## src/hw/rtl/trl_pkg.sv

```systemverilog
// Shared types and constants of the trace ring log buffer.
`timescale 1ns / 1ps
package trl_pkg;

   typedef enum logic [1:0] {
      OP_APPEND     = 2'd0,
      OP_DUMP_START = 2'd1,
      OP_DUMP_NEXT  = 2'd2,
      OP_CLEAR      = 2'd3
   } opcode_type;

   typedef enum logic [2:0] {
      ST_PENDING  = 3'd0,
      ST_ACCEPT   = 3'd1,
      ST_REJECT   = 3'd2,
      ST_DUMPBYTE = 3'd3,
      ST_DUMPEND  = 3'd4,
      ST_CLEARED  = 3'd5
   } status_type;

   typedef enum logic [3:0] {
      CMD_NONE,
      CMD_ACCEPT,
      CMD_CHECK,
      CMD_SCAN_INIT,
      CMD_SCAN_READ,
      CMD_SCAN_STEP,
      CMD_SCAN_FOUND,
      CMD_EVICT_ALL,
      CMD_WRITE_INIT,
      CMD_WRITE_READ,
      CMD_WRITE_BYTE,
      CMD_WRITE_FINISH,
      CMD_DUMP_READ,
      CMD_DUMP_END,
      CMD_DUMP_HIT
   } cmd_type;

   typedef struct packed {
      logic reject;
      logic need_evict;
      logic scan_end;
      logic scan_match;
      logic write_done;
      logic dump_empty;
      logic dump_hit;
   } dp_status_type;

   localparam logic [7:0] MARKER_LAST = 8'h03;

   // Byte k of the record end marker 00 01 02 03.
   function automatic logic [7:0] marker_byte(input logic [1:0] k);
      return {6'b0, k};
   endfunction

endpackage

```

## src/hw/rtl/trl_ctrl.sv

```systemverilog
// Controller state machine of the trace ring log buffer.
`timescale 1ns / 1ps
module trl_ctrl (
   input  logic                   clock,
   input  logic                   reset,
   input  logic                   req_valid,
   input  logic [1:0]             req_op,
   input  logic                   req_last,
   input  logic                   rsp_ready,
   input  trl_pkg::dp_status_type sts,
   output trl_pkg::cmd_type       cmd,
   output logic                   req_ready,
   output logic                   rsp_valid,
   output logic                   out_load
);
   import trl_pkg::*;

   typedef enum logic [3:0] {
      S_IDLE, S_CHECK, S_EVICT_TEST, S_SCAN_INIT, S_SCAN_READ, S_SCAN_CHECK,
      S_WRITE_INIT, S_WRITE_READ, S_WRITE_BYTE, S_DUMP_READ, S_DUMP_CHECK, S_RESULT
   } state_type;

   state_type state_ff, state_in;
   logic      rsp_valid_ff, rsp_valid_in;

   always_comb begin
      state_in     = state_ff;
      cmd          = CMD_NONE;
      out_load     = 1'b0;
      rsp_valid_in = rsp_valid_ff && !rsp_ready;
      case (state_ff)
         S_IDLE: begin
            if (req_valid) begin
               cmd = CMD_ACCEPT;
               case (req_op)
                  OP_APPEND:     state_in = req_last ? S_CHECK : S_RESULT;
                  OP_DUMP_START: state_in = S_DUMP_READ;
                  OP_DUMP_NEXT:  state_in = S_DUMP_READ;
                  default:       state_in = S_RESULT;
               endcase
            end
         end
         S_CHECK: begin
            cmd      = CMD_CHECK;
            state_in = sts.reject ? S_RESULT : S_EVICT_TEST;
         end
         S_EVICT_TEST: begin
            state_in = sts.need_evict ? S_SCAN_INIT : S_WRITE_INIT;
         end
         S_SCAN_INIT: begin
            cmd      = CMD_SCAN_INIT;
            state_in = S_SCAN_READ;
         end
         S_SCAN_READ: begin
            if (sts.scan_end) begin
               cmd      = CMD_EVICT_ALL;
               state_in = S_EVICT_TEST;
            end else begin
               cmd      = CMD_SCAN_READ;
               state_in = S_SCAN_CHECK;
            end
         end
         S_SCAN_CHECK: begin
            if (sts.scan_match) begin
               cmd      = CMD_SCAN_FOUND;
               state_in = S_EVICT_TEST;
            end else begin
               cmd      = CMD_SCAN_STEP;
               state_in = S_SCAN_READ;
            end
         end
         S_WRITE_INIT: begin
            cmd      = CMD_WRITE_INIT;
            state_in = S_WRITE_READ;
         end
         S_WRITE_READ: begin
            if (sts.write_done) begin
               cmd      = CMD_WRITE_FINISH;
               state_in = S_RESULT;
            end else begin
               cmd      = CMD_WRITE_READ;
               state_in = S_WRITE_BYTE;
            end
         end
         S_WRITE_BYTE: begin
            cmd      = CMD_WRITE_BYTE;
            state_in = S_WRITE_READ;
         end
         S_DUMP_READ: begin
            if (sts.dump_empty) begin
               cmd      = CMD_DUMP_END;
               state_in = S_RESULT;
            end else begin
               cmd      = CMD_DUMP_READ;
               state_in = S_DUMP_CHECK;
            end
         end
         S_DUMP_CHECK: begin
            if (sts.dump_hit) begin
               cmd      = CMD_DUMP_HIT;
               state_in = S_RESULT;
            end else begin
               state_in = S_DUMP_READ;
            end
         end
         S_RESULT: begin
            if (!rsp_valid_ff || rsp_ready) begin
               out_load     = 1'b1;
               rsp_valid_in = 1'b1;
               state_in     = S_IDLE;
            end
         end
         default: begin
            state_in = S_IDLE;
         end
      endcase
   end

   always_ff @(posedge clock) begin
      if (reset) begin
         state_ff     <= S_IDLE;
         rsp_valid_ff <= 1'b0;
      end else begin
         state_ff     <= state_in;
         rsp_valid_ff <= rsp_valid_in;
      end
   end

   assign req_ready = state_ff == S_IDLE;
   assign rsp_valid = rsp_valid_ff;

endmodule

```

## config.mk

```make
export PLATFORM = sky130hd
export DESIGN_NAME = trl_ctrl
export DESIGN_NICKNAME = d
export VERILOG_FILES = /design/src/hw/rtl/trl_pkg.sv /design/src/hw/rtl/trl_ctrl.sv
export SDC_FILE = /design/constraint.sdc
export NUM_CORES = 1
export LEC_CHECK = 0
export BUFFER_PORTS_ARGS = -buffer_cell sky130_fd_sc_hd__buf_2
export CAP_MARGIN = 20
export CORE_MARGIN = 2
export CORE_UTILIZATION = 49
export CTS_CLUSTER_SIZE = 28
export DETAILED_ROUTE_END_ITERATION = 10
export PLACE_DENSITY = 0.77
export SETUP_SLACK_MARGIN = 0.5
export SLEW_MARGIN = 15
export SYNTH_ARGS = -nofsm -noshare
export SYNTH_HDL_FRONTEND = slang
export SYNTH_SLANG_ARGS = --single-unit
```

## constraint.sdc

```tcl
create_clock -name clock -period 1.4 [get_ports clock]
set_input_delay 0.07 -clock clock [delete_from_list [all_inputs] [get_ports clock]]
set_output_delay 0.07 -clock clock [all_outputs]
set_load 0.05 [all_outputs]
```

After elaboration in Yosys (flattened, before gate mapping)
Index checks and enable logic that the tools add are counted.
- $add $sub $neg: 0
- multipliers: 0
- div/mod/pow operators: 0
- magnitude comparators: 0
- equality and inequality tests: 15
- shift operators: 0
- muxes and demuxes: 23
- bitwise operators: 0
- reduce and logical (&&, ||, !) cells: 9
- operators with widths (operator ; count):
    $pmux 4 s11 ; 1
    $pmux 4 s10 ; 1
    $mux 4 ; 5
    $eq 4x3->1 const B ; 4
    $eq 4x4->1 const B ; 4
    $mux 2 ; 5
    $mux 3 ; 3
    $eq 4x2->1 const B ; 2
    $pmux 4 s2 ; 1
    $mux 1 ; 7
    $eq 4x1->1 const B ; 1
    $logic_not 4->1 ; 1
    $ne 2x2->1 const B ; 2
    $reduce_or 2->1 ; 2
    $eq 2x1->1 const B ; 1
    $eq 2x2->1 const B ; 1
    $logic_not 1->1 ; 2
    $logic_not 2->1 ; 1
    $reduce_and 2->1 ; 1
    $logic_and 1x1->1 ; 1
    $logic_or 1x1->1 ; 1
- bits in registers: 5
- latch bits: 0
- bits in writable memories: 0
- bits in read-only memories: 0
- input bits: 14
- output and inout port bits: 7
- word-level logic and storage cells: 49
- memories kept: 0

Longest topological paths before layout
Gate-level depths: netlist (run 1).
- depth in word-level cells: 5
- gate-level depth with buffers: 6
- gate-level depth less buffers: 6

Worst setup path before layout (run 1)
OpenSTA, ideal clock, no wires.
- kind: register -> register
- from: register state_ff[2]
- to: register state_ff[3]
- library setup time: 0.119 ns
- arrival time: 1.917 ns
- setup slack: -0.637 ns
- stages on the path, launching flop included: 6
- path through: dfxtp_1 > buf_2 > nor4_2 > a221oi_2 > a21oi_1 > o21ai_1
- word-level cells in the longest chain between the ends: 3
- elaborated cells between the ends (all ways): 17
- RTL lines (what ; RTL line ; source):
    from (decl) ; trl_ctrl.sv:23 ; state_type state_ff, state_in;
    from (signal assigned) ; trl_ctrl.sv:124 ; state_ff <= state_in;
    $logic_not 4->1 (*) ; -- ;
    via req_ready ; trl_ctrl.sv:12 ; output logic req_ready,
    $ne 2x2->1 (no source line) ; -- ;
    $reduce_and 2->1 (no source line) ; -- ;
Mark *: on every way through the listed nets, which the timed path passes. The rest lies on a longest branch.
A chain may end at the register's enable or synchronous reset.

Worst setup path in the final report (run 1)
- from: register state_ff[1]
- to: output port cmd[1]
- word-level cells in the longest chain between the ends: 2
- elaborated cells between the ends (all ways): 11
- RTL lines (what ; RTL line ; source):
    $eq 4x4->1, or another cell as far along ; trl_ctrl.sv:31 ; case (state_ff)
    $pmux 4 s10 (*) ; trl_ctrl.sv:31 ;
    to (decl) ; trl_ctrl.sv:11 ; output trl_pkg::cmd_type cmd,
Every way passes the cells marked *; elsewhere a longest branch is shown, timed or not.

==> results of run 1 <==
[layout make-up]
type | instances | area (µm²)
inverter | 8 | 30.03
fill | 75 | 170.2
multi-input combinational | 68 | 569.3
timing repair buffer | 44 | 340.3
clock buffer | 4 | 26.28
tap | 15 | 18.77
sequential | 5 | 113.9
[registers in the layout, summed over array words and instances (netlist names)]
| signal | count |
|---|---|
| state_ff | 4 |
| rsp_valid | 1 |
[cells by family after synthesis]
kind of cell	share of synthesized area (%)
AND/OR/NAND/NOR	30.90
buffers and inverters	12.86
multiplexers	3.071
adder cells (fa/ha/maj)	3.838
flip-flops	15.36
AO/OA/AOI/OAI	33.97
[timing repair]
item | CTS | global route
endpoints found under the setup margin | 11 | 11
resized for setup | 25 | 12
setup buffers | 3 | 0
pin swaps | 4 | 7
[placed cells by master (no fill, tap or decap), drive strengths merged, types with 3 or more instances in the layout]
master   n
a21oi    7
a22o     3
a31oi    3
buf     44
clkbuf   4
dfxtp    5
inv      8
nand2    3
nand2b   5
nor2     4
nor3     5
o21ai    9
[final timing paths]
path	from	end	slack (ns)
hold / removal	reset	rsp_valid	0.08
hold reg to reg	rsp_valid	rsp_valid	0.59
setup / recovery	state_ff[1]	cmd[1]	-0.19
setup reg to reg	state_ff[1]	state_ff[1]	0.03
[per-stage QoR]
| step | worst slack (ns) | std cells | TNS [ns] |
|---|---|---|---|
| final | -0.1884 | 144 | -0.4385 |
| after global routing | -0.2250 | 144 | -0.6926 |
| after CTS | -0.1574 | 144 | -0.3118 |
| after detailed placement | -0.02348 | 137 | -0.02374 |
| after global placement | 0.001979 | 137 | 0 |
| after floorplan | -0.2442 | 89 | -0.9248 |
[routing by layer]
| layer | track usage (%) | vias up |
|---|---|---|
| met4 | 3.333 | 0 |
| met5 | 0 | - |
| met1 | 34.88 | 408 |
| li1 | - | 410 |
| met3 | 7.222 | 2 |
| met2 | 50.79 | 31 |
[power by group]
| group | switching [µW] | total (µW) | internal (µW) |
|---|---|---|---|
| Combinational | 1130 | 2110 | 971 |
| Clock | 65.8 | 174 | 108 |
| Sequential | 103 | 318 | 216 |
==> metrics.md, run 1 <==
| Metric | Value |
|---|---|
| Status | `finished, violations left` |
| Failing checks | `setup timing` |
| Synth area leaders | `dfxtp_1 (15%), o21ai_0 (6.1%), a21oi_1 (5.4%)` |
| PnR worst setup slack | `-0.1884 ns` |
| #FFs+latches synth | `5` |
| Worst endpoint required time | `about 1.3 ns` |
| Crit. End Element | `output pin` |
| Syn avg cell area | `roughly 7.3 µm²` |
| Num CTS Buffers | `3` |
| Die ar. | `between 0.0015 and 0.002 mm²` |
| Reg clk slew, reported paths | `0.05 ns` |
| Ys Warns | `0` |
| Post-synth top area share | `around 15%` |
| Root Buffer | `clkbuf_4` |
| Post-Syn Area | `around 650 µm²` |
| Critical path, cell by cell | `or2b_1 > or3_1 > o211ai_1 > buf_4` |
| Met1 wire length | `~1000 µm` |
| WP depth | `4` |
| Worst VDD drop | `about 1300 µV` |
| Crit start category | `flop` |
| I/O Buffers | `20` |
| CP top delay family | `simple AND/OR/NAND/NOR gates` |
| Cell area after layout | `around 0.0011 mm²` |
| Fmax achieved | `629.6 MHz` |
| Met3 wire len | `86 µm` |
| Worst-path fanout max | `8` |
| Total GRT Usage | `between 20 and 30%` |
| Initial core utilization | `between 50% and 60%` |
| Row Count | `13` |
| CTS sink cnt | `5` |
| CP Class | `reg -> out` |
| Die Ht | `40.48 µm` |
| Metal2 WL | `1228 µm` |
| Hold WS | `between 0.08 and 0.09 ns` |
| Starting DRC count in detailed routing | `15` |
| Slowest CP cell | `dfxtp_4` |
| IO Count | `21` |
| Post-synthesis cell type count | `36` |
| R2r worst-path depth | `5` |
| Synthesized net count | `between 100 and 150` |
| Remaining DRCs | `0` |
| Slowest stage delay, CP | `between 0.3 and 0.4 ns` |
| Area grow syn2layout | `68.52%` |
| Synth async-reset ratio | `0%` |
| Vias in the first global route | `720` |
| Power per Cell Area | `roughly 2400 mW/mm²` |
| Worst skew pair latency | `around 0.25 ns` |
| Setup violators final | `5` |
| Critical Path AT | `1.52 ns` |
| Post-Syn Instances | `89` |
| HP Class | `in -> reg` |
| WL/cell | `16.27 µm` |
| Vias/cell | `approximately 5.9` |
| Final Hold Viols | `0` |
| Leading area contributor after synthesis | `dfxtp_1` |
| Sequential share of the synthesized area | `about 15%` |
| TritonCTS clock tree | `built` |
| DRT antenna net count | `0` |
| Fin util | `just under 90%` |
| Minimum clock period | `1.588 ns` |
| Hold Buf Count CTS | `0` |
| Initial antenna violation count | `0` |
| First-pass GRT wire length | `between 3000 and 4000 µm` |
| Placed cell areas | `roughly 920 µm²` |
| Pleak | `0.0005107 µW` |
| Routability Congestion | `between 0.8 and 0.9` |
| Worst-margin pin slew | `0.3510 ns` |
| RSZ-0062 raised after global routing | `true` |
| Gr ovfl total | `0` |
| Core Box Area | `about 0.0013 mm²` |
| Final WL | `about 2300 µm` |
| Tot Pwr | `about 2600 µW` |
| Commonest cells in the netlist | `inv_1 (8), o21ai_0 (8), a21oi_1 (7)` |
| Crit path buffers/inverters | `1` |
| Max layer used | `met4` |
| Die W | `between 40 and 50 µm` |
| Antenna cells | `0` |
| DR vias | `851` |
| Number of flops mapped to enable cells by yosys | `0` |
| Final Max Tran Viols | `0` |
| Max clock buf depth | `2` |
| Final clock skew | `around 0.0073 ns` |
| Period utilization | `113.5%` |
| H-tree lvl count | `1` |
| Largest net degree at the start of global routing | `11` |
| Relative slew margins | `between 70 and 80%` |
| Dpl hpwl | `~1500 µm` |
| Layout cells sized above 1 | `55.81%` |
| Drt pass-1 iters | `4` |
| Post-synth top flop | `dfxtp_1` |
| Worst Hold Depth | `2` |
| Nets | `between 100 and 150` |
| Max-capacitance violation count | `0` |
No activity file was read; power rests on OpenSTA's default activity.
==> inputs of run 2 (changes only) <==
==> constraint.sdc (replaced) <==
create_clock -name clock -period 1.4 [get_ports clock]
set_input_delay 0.07 -clock clock [delete_from_list [all_inputs] [get_ports clock]]
set_output_delay 0.07 -clock clock [all_outputs]
set_load 0.1 [all_outputs]
==> metrics.md, run 2 <==
| Metric | Value |
|---|---|
| Status | `stopped before the end` |
| Stop stage | `5_1_grt` |
| Tool Error | `[ERROR DPL-0038] Utilization greater than 100%, impossible to legalize` |
| Post-Syn Instances | `89 (unchanged)` |
| Synthesized net count | `105 (unchanged)` |
| Sequential share of the synthesized area | `15.36% (unchanged)` |
| Hold Buf Count CTS | `0 (unchanged)` |
| Row Count | `13 (unchanged)` |
| Largest net degree at the start of global routing | `11` |
| IO Count | `21 (unchanged)` |
| Num CTS Buffers | `3 (unchanged)` |
| #FFs+latches synth | `5 (unchanged)` |
| Initial core utilization | `51.38% (unchanged)` |
| Post-synth top area share | `15.36% (unchanged)` |
| GR repair worst EP | `cmd[1]` |
| Worst_ep kind | `output port` |
| Routability Congestion | `0.8446 (-1.7%)` |
| Post-synth top flop | `dfxtp_1` |
| I/O Buffers | `20 (unchanged)` |
| Ys Warns | `0 (unchanged)` |
| Max clock buf depth | `2 (unchanged)` |
| CTS sink cnt | `5 (unchanged)` |
| Die Ht | `40.48 µm (unchanged)` |
| Dpl hpwl | `1685 µm (+11%)` |
| Post-synthesis cell type count | `36 (unchanged)` |
| Setup WS pre-CTS | `-0.03706 ns (-0.01358 ns)` |
| Number of flops mapped to enable cells by yosys | `0 (unchanged)` |
| Leading area contributor after synthesis | `dfxtp_1` |
| Synth area leaders | `dfxtp_1 (15%), o21ai_0 (6.1%), a21oi_1 (5.4%)` |
| Post-Syn Area | `651.9 µm² (unchanged)` |
| Synth async-reset ratio | `0% (unchanged)` |
| Die W | `40.48 µm (unchanged)` |
| Root Buffer | `clkbuf_4` |
| Commonest cells in the netlist | `inv_1 (8), o21ai_0 (8), a21oi_1 (7)` |
| H-tree lvl count | `1 (unchanged)` |
| Syn avg cell area | `7.324 µm² (unchanged)` |
==> run 2: cell counts after synthesis <==
No cell type changed its count.
==> run 2: timing repair <==
action                                 CTS
endpoints found under the hold margin    0
cloned                                   0
resized for setup                       30
pin swaps                               12
buffers inserted                         9
setup endpoints to repair               12
==> run 2: cell families after synthesis <==
| kind of cell | Yosys count | synth area share [%] |
|---|---|---|
| AO/OA/AOI/OAI | 33 | 33.97 |
| adder cells (fa/ha/maj) | 2 | 3.838 |
| buffers and inverters | 16 | 12.86 |
| flip-flops | 5 | 15.36 |
| multiplexers | 2 | 3.071 |
| AND/OR/NAND/NOR | 31 | 30.90 |
==> run 2: stage by stage <==
step / setup TNS (ns) / instances / instance area, µm²
2_1_floorplan: -4.154 / 89 / 714.4
3_3_place_gp: -0.009326 / 136 / 997.2
4_1_cts: -1.062 / 149 / 1207
3_5_place_dp: -0.08161 / 136 / 997.2
==> inputs of run 3 (changes only) <==
--- a/config.mk
+++ b/config.mk
@@ -7,12 +7,10 @@
 export LEC_CHECK = 0
 export BUFFER_PORTS_ARGS = -buffer_cell sky130_fd_sc_hd__buf_2
 export CAP_MARGIN = 20
-export CORE_MARGIN = 2
-export CORE_UTILIZATION = 49
-export CTS_CLUSTER_SIZE = 28
+export CORE_AREA = 2 2 63 65
 export DETAILED_ROUTE_END_ITERATION = 10
-export PLACE_DENSITY = 0.77
-export SETUP_SLACK_MARGIN = 0.5
+export DIE_AREA = 0 0 65 67
+export PLACE_DENSITY_LB_ADDON = 0.15
 export SLEW_MARGIN = 15
 export SYNTH_ARGS = -nofsm -noshare
 export SYNTH_HDL_FRONTEND = slang
==> metrics.md, run 3 (synthesized netlist as in run 1, its figures left out) <==
| Metric | Value |
|---|---|
| Status | `finished, violations left` |
| Failing checks | `setup timing` |
| Crit. End Element | `output pin` |
| Setup violators final | `6` |
| First-pass GRT wire length | `about 3600 µm` |
| # fillers | `slightly below 400` |
| Vias/cell | `~4.4` |
| Initial antenna violation count | `0` |
| Sequential cell area | `around 110 µm²` |
| HP Class | `in -> reg` |
| Die Ht | `67 µm (+66%)` |
| Critical Path AT | `about 1.5 ns` |
| Critical path, cell by cell | `buf_12 > o21bai_1 > a211o_1 > o211ai_1 > clkbuf_16` |
| Final WL | `~2100 µm` |
| Largest net degree at the start of global routing | `12` |
| Dpl hpwl | `1715 µm (+1.8%)` |
| Max reg flops | `4` |
| Worst skew pair latency | `between 0.2 and 0.25 ns` |
| Period utilization | `114.3%` |
| Worst endpoint required time | `about 1.3 ns` |
| Die ar. | `about 0.0044 mm²` |
| Nets | `between 100 and 150` |
| I/O Buffers | `20 (unchanged)` |
| WL/cell | `roughly 12 µm` |
| Max layer used | `met3` |
| RSZ-0062 raised after global routing | `true` |
| Reg-to-Reg Start | `state_ff[1]` |
| Total GRT Usage | `about a tenth` |
| Min-delay src | `reset` |
| Final Hold Viols | `0` |
| Area grow syn2layout | `90.21%` |
| Layout cells sized above 1 | `~55%` |
| Antenna cells | `0` |
| Commonest non-fill, non-tap cells in the layout | `buf_4 (19), buf_2 (14), inv_1 (8)` |
| R2r worst-path depth | `7` |
| Biggest register | `state_ff` |
| Reg2reg setup slack | `-0.03 ns` |
| Root Buffer | `clkbuf_8` |
| Reg clk slew, reported paths | `~0.040 ns` |
| Crit start category | `flop` |
| Starting DRC count in detailed routing | `18` |
| Num CTS Buffers | `3 (unchanged)` |
| DR vias | `791` |
| Worst Setup SP | `state_ff[1]` |
| Slowest CP cell | `dfxtp_4` |
| Max clock buf depth | `2 (unchanged)` |
| Row Count | `22 (+9)` |
| Die W | `65 µm (+61%)` |
| Power per Cell Area | `2758 mW/mm²` |
| Core Box Area | `about 0.0036 mm²` |
| Worst-path fanout max | `9` |
| H-tree lvl count | `1 (unchanged)` |
| Sink of the worst hold path | `state_ff[2]` |
| Final clock skew | `around 0.003 ns` |
| Reg2reg end | `state_ff[0]` |
| Area of the multi-input gates | `approximately 560 µm²` |
| Vias in the first global route | `roughly 800` |
| PnR worst setup slack | `-0.2006 ns` |
| Setup tns final | `-0.6062 ns` |
| Minimum clock period | `around 1.6 ns` |
| Met1 wire length | `1065 µm` |
| Drt pass-1 iters | `4` |
| IO Count | `21 (unchanged)` |
| Hold WS | `0.1091 ns` |
| Relative slew margins | `about two thirds` |
| Gr ovfl total | `0` |
| Initial core utilization | `18.08% (-33 points)` |
| Metal2 WL | `slightly above 1000 µm` |
| Routability Congestion | `0.7984 (-5.5%)` |
| Fmax achieved | `approximately 620 MHz` |
| CTS sink cnt | `5 (unchanged)` |
| Worst Hold Depth | `2` |
| Commonest non-fill, non-tap cell in the layout | `buf_4` |
| Pleak | `0.0005614 µW` |
| Remaining DRCs | `0` |
| Final Max Tran Viols | `0` |
| Met3 wire len | `34 µm` |
| Worst-margin pin slew | `between 0.4 and 0.5 ns` |
| TritonCTS clock tree | `built` |
| DRT antenna net count | `0` |
| Max-capacitance violation count | `0` |
| Worst VDD drop | `approximately 800 µV` |
| Hold Buf Count CTS | `0 (unchanged)` |
| CP Class | `reg -> out` |
| Slowest stage delay, CP | `approximately 0.36 ns` |
## run 3: critical path, delay by kind of cell (launching register included)
family	cells	cell delay [ns]
AOI/OAI and AO/OA	3	0.56
buffers and inverters	2	0.39
DFF	1	0.36
## run 3: final cells by class
cell class,instances,share of cell area (%)
clock buffers,3,3.330
clock inverters,1,0.4036
inverters,8,2.422
multi-input cells,68,45.51
flip-flops and latches,5,9.183
well taps,48,4.844
repair buffers,46,34.31
## run 3: repair_timing
| action | in CTS | in global routing |
|---|---|---|
| buffers inserted | 1 | 4 |
| endpoints found under the setup margin | 6 | 9 |
| resized for setup | 9 | 17 |
| pin swaps | 5 | 8 |
## run 3: power by group
part | internal [µW] | leakage, µW | switching [µW]
Clock | 191 | 0.0000255 | 74.6
Combinational | 1290 | 0.000492 | 1550
Sequential | 216 | 0.0000439 | 92.1
Total | 1700 | 0.000561 | 1720
## run 3: worst max-delay path by stage
stage               slack, ns  cells after the start  endpoint
detailed placement      -0.01                      6    cmd[0]
floorplan               -0.92                      5    cmd[1]
global placement        -0.05                      6    cmd[0]
CTS                     -0.18                      4    cmd[1]
finish                  -0.20                      5    cmd[1]
global route            -0.25                      5    cmd[1]
## run 3: per-stage QoR
stage	total power [µW]	cells	utilization, %	setup slack, ns	instance area, µm²
after floorplan	1871	89	-	-0.9235	704.4
after global placement	2847	170	29.25	-0.04632	1055
after detailed placement	2828	170	29.25	-0.009910	1055
after CTS	3173	175	31.37	-0.1843	1131
after global routing	3620	179	34.39	-0.2509	1240
final	3420	179	34.39	-0.2006	1240
## run 3: routing by layer
| metal | up-vias | global-route usage (%) |
|---|---|---|
| li1 | 407 | - |
| met1 | 373 | 14.79 |
| met2 | 11 | 17.40 |
| met3 | 0 | 0.6757 |
| met4 | 0 | 3.191 |
| met5 | - | 0 |
==> inputs of run 4 (changes only) <==
--- a/config.mk
+++ b/config.mk
@@ -11,6 +11,7 @@
 export DETAILED_ROUTE_END_ITERATION = 10
 export DIE_AREA = 0 0 65 67
 export PLACE_DENSITY_LB_ADDON = 0.15
+export SKIP_CTS_REPAIR_TIMING = 1
 export SLEW_MARGIN = 15
 export SYNTH_ARGS = -nofsm -noshare
 export SYNTH_HDL_FRONTEND = slang
==> metrics.md, run 4 (synthesized netlist as in run 1, its figures left out) <==
| Metric | Value |
|---|---|
| Status | `finished, violations left` |
| Failing checks | `setup timing` |
| Routability Congestion | `0.7984 (unchanged)` |
| Initial core utilization | `18.08% (unchanged)` |
| Nets | `147 (-0.68%)` |
| TritonCTS clock tree | `built` |
| Final WL | `2077 µm (-2.3%)` |
| # fillers | `390 (-1.0%)` |
| Num CTS Buffers | `3 (unchanged)` |
| Remaining DRCs | `0 (unchanged)` |
| Tot Pwr | `3336 µW (-2.5%)` |
| Final Max Tran Viols | `0 (unchanged)` |
| Gr ovfl total | `0 (unchanged)` |
| Area of the multi-input gates | `550.5 µm² (-2.4%)` |
| Pleak | `0.0005492 µW (-2.2%)` |
| Reg-to-Reg Start | `state_ff[1]` |
| Max reg flops | `4 (unchanged)` |
| Setup WS pre-CTS | `-0.009910 ns (unchanged)` |
| Setup violators final | `5 (-1)` |
| Crit start category | `flop` |
| HP Class | `in -> reg` |
| Layout cells sized above 1 | `53.85% (-1.1 points)` |
| Vias/cell | `4.388 (-0.71%)` |
| WL/cell | `11.67 µm (-1.7%)` |
| H-tree lvl count | `1 (unchanged)` |
| First-pass GRT wire length | `3567 µm (-1.7%)` |
| Max layer used | `met3` |
| Final clock skew | `0.003054 ns (-0.00002078 ns)` |
| Placed cell areas | `0.001055 mm² (unchanged)` |
| Reg clk slew, reported paths | `0.04 ns (about the same)` |
| Cell area after layout | `0.001211 mm² (-2.3%)` |
| Biggest register | `state_ff` |
| Max clock buf depth | `2 (unchanged)` |
| I/O Buffers | `20 (unchanged)` |
| Initial antenna violation count | `0 (unchanged)` |
| Worst VDD drop | `817.5 µV (-0.50%)` |
| Met1 wire length | `1008 µm (-5.4%)` |
| Dpl hpwl | `1715 µm (unchanged)` |
| Fmax achieved | `620.5 MHz (-0.68%)` |
| Sequential cell area | `113.9 µm² (unchanged)` |
| Period utilization | `115.1% (+0.78 points)` |
| IO Count | `21 (unchanged)` |
| Crit. End Element | `output pin` |
| Worst-path fanout max | `5 (-4)` |
| Final Hold Viols | `0 (unchanged)` |
| Largest net degree at the start of global routing | `12 (unchanged)` |
| CP endpoint | `cmd[1]` |
| Area grow syn2layout | `85.80%` |
| PnR worst setup slack | `-0.2115 ns (-0.01095 ns)` |
| Minimum clock period | `1.612 ns (+0.01095 ns)` |
| CP Class | `reg -> out` |
| CTS sink cnt | `5 (unchanged)` |
| DR vias | `781 (-1.3%)` |
| Die W | `65 µm (unchanged)` |
| Worst endpoint required time | `1.33 ns (about the same)` |
| DRT antenna net count | `0 (unchanged)` |
| Met3 wire len | `54 µm (+59%)` |
| Row Count | `22 (unchanged)` |
| Root Buffer | `clkbuf_8` |
| Power per Cell Area | `2755 mW/mm² (-0.13%)` |
| Reg2reg end | `state_ff[0]` |
| RSZ-0062 raised after global routing | `true` |
| Worst Setup SP | `state_ff[1]` |
| Critical Path AT | `1.54 ns (about the same)` |
| Vias in the first global route | `795 (-0.75%)` |
| Starting DRC count in detailed routing | `18 (unchanged)` |
| Worst skew pair latency | `0.22 ns (about the same)` |
| Die Ht | `67 µm (unchanged)` |
| Commonest non-fill, non-tap cell in the layout | `buf_4` |
| Antenna cells | `0 (unchanged)` |
| Max-capacitance violation count | `0 (unchanged)` |
| Relative slew margins | `67.85% (unchanged)` |
| Total GRT Usage | `10.39% (-0.21 points)` |
| Die ar. | `0.004355 mm² (unchanged)` |
| Core Box Area | `0.003606 mm² (unchanged)` |
| R2r worst-path depth | `7 (unchanged)` |
| Worst-margin pin slew | `0.4856 ns (unchanged)` |
| Hold WS | `0.1091 ns (+0.00006000 ns)` |
| Metal2 WL | `1013 µm (-1.1%)` |
| Drt pass-1 iters | `4 (unchanged)` |
| Reg2reg setup slack | `-0.03 ns (about the same)` |
| Commonest non-fill, non-tap cells in the layout | `buf_4 (20), buf_2 (14), inv_1 (8)` |
-- run 4: per-stage QoR --
| step | util, % | cells | TNS [ns] |
|---|---|---|---|
| final | 33.59 | 178 | -0.5032 |
| after global routing | 33.59 | 178 | -0.9285 |
| after CTS | 30.53 | 174 | -0.7825 |
| after detailed placement | 29.25 | 170 | -0.009910 |
| after global placement | 29.25 | 170 | -0.06273 |
| after floorplan | - | 89 | -4.165 |
-- run 4: final cells by class --
| class | count | area share (%) |
|---|---|---|
| Multi-Input combinational cell | 68 | 45.45 |
| Timing Repair Buffer | 45 | 33.88 |
| Sequential cell | 5 | 9.401 |
| Tap cell | 48 | 4.959 |
| Clock buffer | 3 | 3.409 |
| Inverter | 8 | 2.479 |
| Clock inverter | 1 | 0.4132 |
-- run 4: worst max-delay path: stages (launching register included) --
cell,delay [ns]
dfxtp_4,0.37
or2b_1,0.25
or3_1,0.31
o211ai_1,0.14
clkbuf_16,0.25
-- run 4: worst min-delay path by stage --
stage	startpoint	endpoint	slack (ns)	cells past startpoint
after floorplan	reset	rsp_valid	0.13	1
after global placement	reset	rsp_valid	0.31	2
after detailed placement	reset	rsp_valid	0.31	2
after CTS	reset	rsp_valid	0.09	2
after global routing	reset	state_ff[2]	0.11	2
final	reset	state_ff[2]	0.11	2
-- run 4: report_power, final --
part,switching (µW),internal [µW],total [µW]
logic,1530,1240,2770
registers,88.0,216,304
clock network,74.4,191,266
total,1690,1640,3340
-- run 4: per-layer routing --
layer / GRT usage, % / vias up
li1: - / 407
met1: 14.49 / 360
met2: 17.01 / 14
met3: 0.6757 / 0
met4: 3.191 / 0
met5: 0 / -
